File: config.mk
export PLATFORM = sky130hd
export DESIGN_NAME = isa_cell
export DESIGN_NICKNAME = d
export VERILOG_FILES = /design/src/rtl/isa_pkg.sv /design/src/rtl/isa_cell.sv
export SDC_FILE = /design/constraint.sdc
export NUM_CORES = 1
export LEC_CHECK = 0
export BUFFER_PORTS_ARGS = -buffer_cell sky130_fd_sc_hd__buf_2
export CORE_AREA = 2 2 155 157
export DETAILED_ROUTE_END_ITERATION = 8
export DIE_AREA = 0 0 157 159
export PLACE_DENSITY = 0.67
export SLEW_MARGIN = 20
export SYNTH_ARGS = -nofsm -noshare
export SYNTH_HDL_FRONTEND = slang
export SYNTH_SLANG_ARGS = --single-unit
File: constraint.sdc
create_clock -name clk -period 7.28 [get_ports clk]
set_input_delay 0.364 -clock clk [delete_from_list [all_inputs] [get_ports clk]]
set_output_delay 0.364 -clock clk [all_outputs]
set_load 0.05 [all_outputs]
File: src/rtl/isa_pkg.sv
`timescale 1ns / 1ps
// isa_pkg: item types, opcodes, status codes and cell commands
// shared by the shift array cells and the top level; no dependencies

package isa_pkg;

  localparam logic [3:0] OP_APPEND   = 4'd0;
  localparam logic [3:0] OP_INSERT   = 4'd1;
  localparam logic [3:0] OP_DELETE   = 4'd2;
  localparam logic [3:0] OP_CHANGE   = 4'd3;
  localparam logic [3:0] OP_READ     = 4'd4;
  localparam logic [3:0] OP_DROP     = 4'd5;
  localparam logic [3:0] OP_CLEAR    = 4'd6;
  localparam logic [3:0] OP_BACKUP   = 4'd7;
  localparam logic [3:0] OP_RESTORE  = 4'd8;
  localparam logic [3:0] OP_TRUNCATE = 4'd9;

  localparam logic [2:0] ST_OK        = 3'd0;
  localparam logic [2:0] ST_BAD_INDEX = 3'd1;
  localparam logic [2:0] ST_FULL      = 3'd2;
  localparam logic [2:0] ST_EMPTY     = 3'd3;
  localparam logic [2:0] ST_NO_BACKUP = 3'd4;

  typedef enum logic [2:0] {
    CELL_HOLD,
    CELL_INSERT,
    CELL_DELETE,
    CELL_WRITE,
    CELL_BACKUP,
    CELL_RESTORE
  } cell_cmd_t;

  typedef struct packed {
    logic [3:0]  opcode;
    logic [6:0]  index;
    logic [63:0] value;
  } isa_in_t;

  typedef struct packed {
    logic [63:0] read_data;
    logic [6:0]  length;
    logic [2:0]  status;
  } isa_out_t;

endpackage

File: src/rtl/isa_cell.sv
`timescale 1ns / 1ps
// isa_cell: one entry of the shift array with its backup word and a read bus stage
// depends on isa_pkg

module isa_cell import isa_pkg::*; #(
  parameter int PW  = 7,
  parameter int POS = 0
) (
  input  logic          clk,
  input  cell_cmd_t     cmd,
  input  logic [PW-1:0] pos,
  input  logic [63:0]   value,
  input  logic [63:0]   left_word,
  input  logic [63:0]   right_word,
  input  logic [63:0]   rd_in,
  output logic [63:0]   word,
  output logic [63:0]   rd_out
);

  logic [63:0] bword;
  logic        hit;
  logic        above;

  assign hit   = (pos == PW'(POS));
  assign above = (pos < PW'(POS));

  always_ff @(posedge clk) begin
    case (cmd)
      CELL_INSERT: begin
        if (above) begin
          word <= left_word;
        end else if (hit) begin
          word <= value;
        end
      end
      CELL_DELETE: begin
        if (above || hit) begin
          word <= right_word;
        end
      end
      CELL_WRITE: begin
        if (hit) begin
          word <= value;
        end
      end
      CELL_BACKUP:  bword <= word;
      CELL_RESTORE: word <= bword;
      default: ;
    endcase
    // read bus: the addressed cell puts its word on, the others pass it along
    rd_out <= hit ? word : rd_in;
  end

endmodule

Word level (Yosys, flattened, before mapping)
Index checks and enable logic that the tools add are counted.
- logic and storage cells: 19
- flip-flop bits (word level): 192
- bits of input ports: 267
- reductions and logical operators: 4
- muxes and demuxes: 5
- $lt $le $gt $ge: 1
- equal/unequal tests: 6
- operators with widths (cell ; count):
    $mux 64 ; 4
    $pmux 64 s4 ; 1
    $logic_not 7->1 ; 1
    $lt 7x1->1 const B ; 1
    $eq 3x2->1 const B ; 2
    $eq 3x3->1 const B ; 2
    $reduce_bool 4->1 ; 1
    $eq 3x1->1 const B ; 1
    $ne 2x2->1 const B ; 1
    $reduce_and 2->1 ; 1
    $logic_or 1x1->1 ; 1

Depth between registers and ports, before layout
Gate-level depths: netlist of the first run.
- depth in word-level cells: 4
- gate-level depth with buffers: 5

Worst setup path before layout of the first run
No wires, ideal clock.
- path kind: in2reg
- start: input port cmd[2]
- end: register bword[0], enable pin
- setup slack: 1.948 ns
- data required time: 6.716 ns
- buffers on the path: 0
- data arrival time: 4.767 ns
- stages on the path: 2
- library setup time: 0.564 ns
- cell sequence: inv_1 nor3_1
- longest elaborated chain between the ends: 1
- RTL lines (item ; line ; RTL):
    from (decl) ; isa_cell.sv:10 ; input cell_cmd_t cmd,
    $eq 3x3->1 ; isa_cell.sv:28 ; case (cmd)
    to (signal assigned) ; isa_cell.sv:46 ; CELL_BACKUP: bword <= word;
    to (decl) ; isa_cell.sv:20 ; logic [63:0] bword;
No other way between the ends.
A chain may end at the register's enable or synchronous reset.

Worst setup path after layout of the first run
- start: input port pos[5]
- end: register word[46], enable pin
- longest elaborated chain between the ends: 4
- RTL lines (item ; line ; RTL):
    from (decl) ; isa_cell.sv:11 ; input logic [PW-1:0] pos,
    $lt 7x1->1 / $logic_not 7->1 (equally long branches) ; isa_cell.sv:25, isa_cell.sv:24 ;
    $logic_or 1x1->1 (*) ; isa_cell.sv:37 ; if (above || hit) begin
    $ne 2x2->1 (no source line) (*) ; - ;
    $reduce_and 2->1 (no source line) (*) ; - ;
    to (signal assigned) ; isa_cell.sv:31 ; word <= left_word;
    to (signal assigned) ; isa_cell.sv:38 ; word <= right_word;
    to (signal assigned) ; isa_cell.sv:43 ; word <= value;
    to (decl) ; isa_cell.sv:16 ; output logic [63:0] word,
Mark *: on every way between the ends. The rest lies on a longest branch, timed or not.

==> impl_metrics.json, run 1 <==
{
  "outcome": "finished clean",
  "drc_errors": 0,
  "p_per_area_nw_per_um2": 258,
  "ys_seq_area_share_pct": 71.1,
  "routed-wl-met3_mm": 1.69,
  "postRouteAntennaNets": 0,
  "cts_tree": "done",
  "tns_ps": 0,
  "final_nets": 1082,
  "initial_core_util_pct": 31.1,
  "fmax_mhz": 353,
  "synth_area_per_cell_um2": 14.8,
  "wl_met1_mm": 8.30,
  "maxCapViolCount": 0,
  "synth-xor-area-share_pct": 0,
  "synth_top_family_by_area": "multiplexers",
  "coreArea_um2": 23200,
  "layout_min_cycle_time_ps": 2830,
  "place_congestion": 0.777,
  "cts_buffer_depth": 2,
  "crit_type": "in -> reg",
  "wl_mm": 19.7,
  "top_layer": "met4",
  "synth_compound_area_share_pct": 6.94,
  "clock_skew_ps": 10.3,
  "grt_usage_pct": 15.4,
  "cp-start-kind": "primary input",
  "tightestPinTransition_ps": 930,
  "rsz0062_at_grt": "false",
  "drt_iter0_drc": 308,
  "grt_max_degree": 65,
  "endpoint_kind": "flop",
  "yosys_warnings": 0,
  "cts_setup_buffers": 0,
  "drive_gt1_share_pct": 52.9,
  "die-width_um": 157,
  "via_count": 5103,
  "synth-simple-area-share_pct": 7.20,
  "grt_pass1_wl_mm": 29.1,
  "final_cell_mix": "330 x buf_2, 129 x nand2_1, 128 x edfxtp_1",
  "io_pins": 395,
  "numPortBuffers": 330,
  "routed_via_density": 4.45,
  "hold_viol_final": 0,
  "hp-class": "in -> reg",
  "final_common_cell": "buf_2",
  "cts_hold_buf": 0,
  "fin_util_pct": 42.1,
  "clock_latency_ps": 420,
  "numCtsBuffers": 17,
  "wl_per_cell_um": 17.2,
  "grt_remaining_overflow": 0,
  "synthMuxAreaShare_pct": 12.5,
  "drt-pass1-iter-count": 4,
  "antenna_found_initial": 1,
  "rows": 56,
  "critPathMaxFanout": 64,
  "finalSetupViolCount": 0,
  "post-dp-hpwl_mm": 13.5,
  "peakVddDrop_v": 0.000120,
  "die_h_um": 159,
  "path_clk_slew_ps": 80,
  "post_cts_resized": 0,
  "arrival_ps": 2870,
  "clock_sinks": 192,
  "die_area_um2": 25000,
  "slew_headroom_pct": 38.0,
  "postSynthNetCount": 754,
  "worstPathRequired_ps": 7320,
  "wl_met2_mm": 9.44,
  "drv_slew": 0,
  "whs_ps": 161,
  "grt_pass1_vias": 5276,
  "synth_cell_types": 18,
  "synthToLayoutAreaGrowth_pct": 35.3,
  "min_period_over_period_pct": 38.9,
  "synthesis.area_um2": 7210,
  "synth-seq-cells": 192,
  "htreeDepth": 4,
  "root_buffer": "clkbuf_16",
  "synth_fa_ha_area_share_pct": 0,
  "postSynthCellCount": 487,
  "power_leakage_nw": 4.47
}
cells by family after synthesis:
family | after synthesis
multiplexers | 64
flip-flops | 192
AO/OA/AOI/OAI | 67
buffers and inverters | 29
AND/OR/NAND/NOR | 135
stage by stage:
stage / instance area (µm²) / setup WS (ps) / power, mW / std cells
finish: 9760 / 4450 / 2.52 / 1148
global route: 9750 / 4220 / 2.62 / 1147
CTS: 9750 / 4410 / 2.55 / 1147
detailed placement: 9190 / 3970 / 1.64 / 1115
global placement: 9190 / 3950 / 1.64 / 1115
floorplan: 7210 / 1950 / 1.51 / 487
flip-flops by register name, summed over array words and instances (netlist names):
name    count
bword      64
rd_out     64
word       64
worst max-delay path, stage by stage:
cell     delay (ps)
buf_2           110
nor4_1          430
nand2_4         470
buf_4           500
a21oi_4         210
buf_4           730
power by group:
part | leakage, nW | switching [mW] | internal [mW]
Clock | 0.272 | 0.439 | 0.461
Combinational | 2.46 | 0.248 | 0.112
Sequential | 1.74 | 0.0268 | 1.23
Total | 4.47 | 0.714 | 1.80
worst paths after layout:
| path | start | slack, ps | end | cells past startpoint |
|---|---|---|---|---|
| min reg2reg | word[13]$_DFFE_PP_ | 480 | bword[13]$_DFFE_PN_ | 0 |
| max | pos[5] | 4450 | word[46]$_DFFE_PP_ | 6 |
| min | rd_in[1] | 160 | rd_out[1]$_DFF_P_ | 2 |
| max reg2reg | word[54]$_DFFE_PP_ | 6390 | rd_out[54]$_DFF_P_ | 1 |
metal layers:
| metal | up-vias | GRT usage [%] |
|---|---|---|
| met5 | - | 0 |
| met1 | 2396 | 18.9 |
| met2 | 254 | 25.8 |
| met4 | 0 | 4.55 |
| met3 | 17 | 4.84 |
| li1 | 2436 | - |
final cells by class:
cell class	instances	area (µm²)
fill	2187	13400
sequential	192	5120
multi-input combinational	266	1960
timing repair buffer	337	1700
clock buffer	19	443
tap	319	399
clock inverter	13	121
inverter	1	3.75
antenna	1	2.50
synthesized netlist by cell type:
cell type | instances | area (µm²)
a21bo_2 | 1 | 10.0
a21oi_1 | 1 | 5.00
a22oi_1 | 64 | 480
and3b_1 | 1 | 8.76
buf_1 | 8 | 30.0
buf_2 | 4 | 20.0
buf_6 | 6 | 67.6
clkbuf_1 | 10 | 37.5
dfxtp_1 | 64 | 1280
edfxtp_1 | 128 | 3840
inv_1 | 1 | 3.75
mux2_2 | 15 | 169
mux2_4 | 49 | 736
nand2_1 | 130 | 488
nor2b_1 | 1 | 6.26
nor3_1 | 2 | 10.0
nor4_1 | 1 | 6.26
o21ai_0 | 1 | 5.00
Note: power is estimated with default switching activity, not from simulation.
==> inputs of run 2 (changes only) <==
clock period = 2.7 ns   (was 7.28 ns; I/O delays follow)
==> impl_metrics.json, run 2 (synthesis results as in run 1) <==
{
  "outcome": "finished clean",
  "grt_max_degree": 65,
  "arrival_ps": 1940,
  "die-width_um": 157,
  "cts_hold_buf": 156,
  "initial_core_util_pct": 31.1,
  "path_clk_slew_ps": 80,
  "grt_pass1_wl_mm": 32.1,
  "cts_tree": "done",
  "cts_buffer_depth": 2,
  "htreeDepth": 4,
  "r2r-end": "word[48]$_DFFE_PP_",
  "rsz0062_at_grt": "false",
  "wl_per_cell_um": 16.4,
  "crit_slowest_cell": "a21bo_2",
  "finalSetupViolCount": 0,
  "io_pins": 395,
  "worstPathRequired_ps": 2990,
  "cp.depth": 6,
  "routed_via_density": 4.45,
  "fill_cells": 2003,
  "ff2ff_path_depth": 3,
  "root_buffer": "clkbuf_16",
  "clock_latency_ps": 420,
  "antenna_found_initial": 0,
  "post-dp-hpwl_mm": 13.7,
  "grt_usage_pct": 16.6,
  "worstPathCellList": "buf_2, a21bo_2, buf_12, nand2_1, nand2_1, dlygate4sd3_1",
  "final_nets": 1241,
  "clock_sinks": 192,
  "maxCapViolCount": 0,
  "numPortBuffers": 330,
  "coreArea_um2": 23200,
  "drt-pass1-iter-count": 4,
  "layout_min_cycle_time_ps": 1650,
  "die_area_um2": 25000,
  "hold_viol_final": 0,
  "cp_common_cell": "nand2_1",
  "drc_errors": 0,
  "fmax_mhz": 606,
  "grt_pass1_vias": 6086,
  "p_per_area_nw_per_um2": 615,
  "tightestPinTransition_ps": 686,
  "cts_setup_buffers": 0,
  "wl_mm": 21.4,
  "drive_gt1_share_pct": 44.7,
  "min_path_cells": 3,
  "slowest_delay_ps": 640,
  "power_leakage_nw": 5.16,
  "postRouteAntennaNets": 0,
  "clock_skew_ps": 15.5,
  "final_cell_mix": "330 x buf_2, 156 x dlygate4sd3_1, 129 x nand2_1",
  "min_period_over_period_pct": 61.2,
  "placed_area_um2": 9240,
  "critPathMaxFanout": 37,
  "min-delay-start": "value[45]",
  "via_count": 5814,
  "cp-start-kind": "primary input",
  "hp-class": "in -> reg",
  "tns_ps": 0,
  "numCtsBuffers": 17,
  "post_cts_resized": 0,
  "final_common_cell": "buf_2",
  "crit_family": "buffers and inverters",
  "fin_area_um2": 11400,
  "reg2reg_from": "bword[48]$_DFFE_PN_",
  "reg_top3": "bword: 64 flops, rd_out: 64 flops, word: 64 flops",
  "peakVddDrop_v": 0.000376,
  "finalPower_mw": 6.98,
  "grt_remaining_overflow": 0,
  "drv_slew": 0,
  "diodes": 0,
  "crit_type": "in -> reg",
  "endpoint_kind": "flop",
  "timing.critical_path.buf_inv": 3,
  "slew_headroom_pct": 54.3,
  "synthToLayoutAreaGrowth_pct": 57.6,
  "die_h_um": 159,
  "place_congestion": 0.763,
  "rows": 56,
  "reg2reg_slack_ps": 1270,
  "whs_ps": 22.3,
  "min_to": "word[45]$_DFFE_PP_",
  "drt_iter0_drc": 325
}
[run 2: cell type report]
cell class	instances	area, µm²	area share [%]
Sequential cell	192	5120	45.1
Clock inverter	14	126	1.11
Multi-Input combinational cell	266	1960	17.3
Timing Repair Buffer	496	3310	29.2
Tap cell	319	399	3.51
Clock buffer	18	429	3.78
Inverter	1	3.75	0.0330
[run 2: worst max path at each step]
stage / from / to
detailed placement: pos[5] / word[29]$_DFFE_PP_
finish: cmd[0] / word[61]$_DFFE_PP_
CTS: cmd[0] / word[41]$_DFFE_PP_
global route: cmd[0] / word[2]$_DFFE_PP_
floorplan: pos[2] / word[0]$_DFFE_PP_
global placement: pos[5] / word[29]$_DFFE_PP_
[run 2: through the flow]
stage / worst slack, ps / std cells / util (%)
finish: 1050 / 1306 / 49.0
global route: 951 / 1306 / 49.0
detailed placement: 890 / 1118 / 39.9
floorplan: 398 / 487 / -
global placement: 893 / 1118 / 39.9
CTS: 1080 / 1306 / 49.0
[run 2: routing by layer]
layer | share of wire (%) | up-vias | global-route usage [%]
li1 | - | 2758 | -
met1 | 41 | 2738 | 19.5
met2 | 50 | 295 | 29.2
met3 | 7.6 | 23 | 4.63
met4 | 1.7 | 0 | 5.30
met5 | 0 | - | 0
[run 2: worst register-to-register path: cells and delay by family (launching register included)]
family | cells | cell delay, ps
buf+inv | 1 | 550
flops | 1 | 400
compound gates | 1 | 170
simple gates | 1 | 70
[run 2: power breakdown]
group / total (mW) / leakage, nW / switching (mW) / internal, mW
Clock: 2.41 / 0.274 / 1.19 / 1.22
Combinational: 1.18 / 3.15 / 0.704 / 0.478
Sequential: 3.39 / 1.74 / 0.0793 / 3.31
Total: 6.98 / 5.16 / 1.97 / 5.01
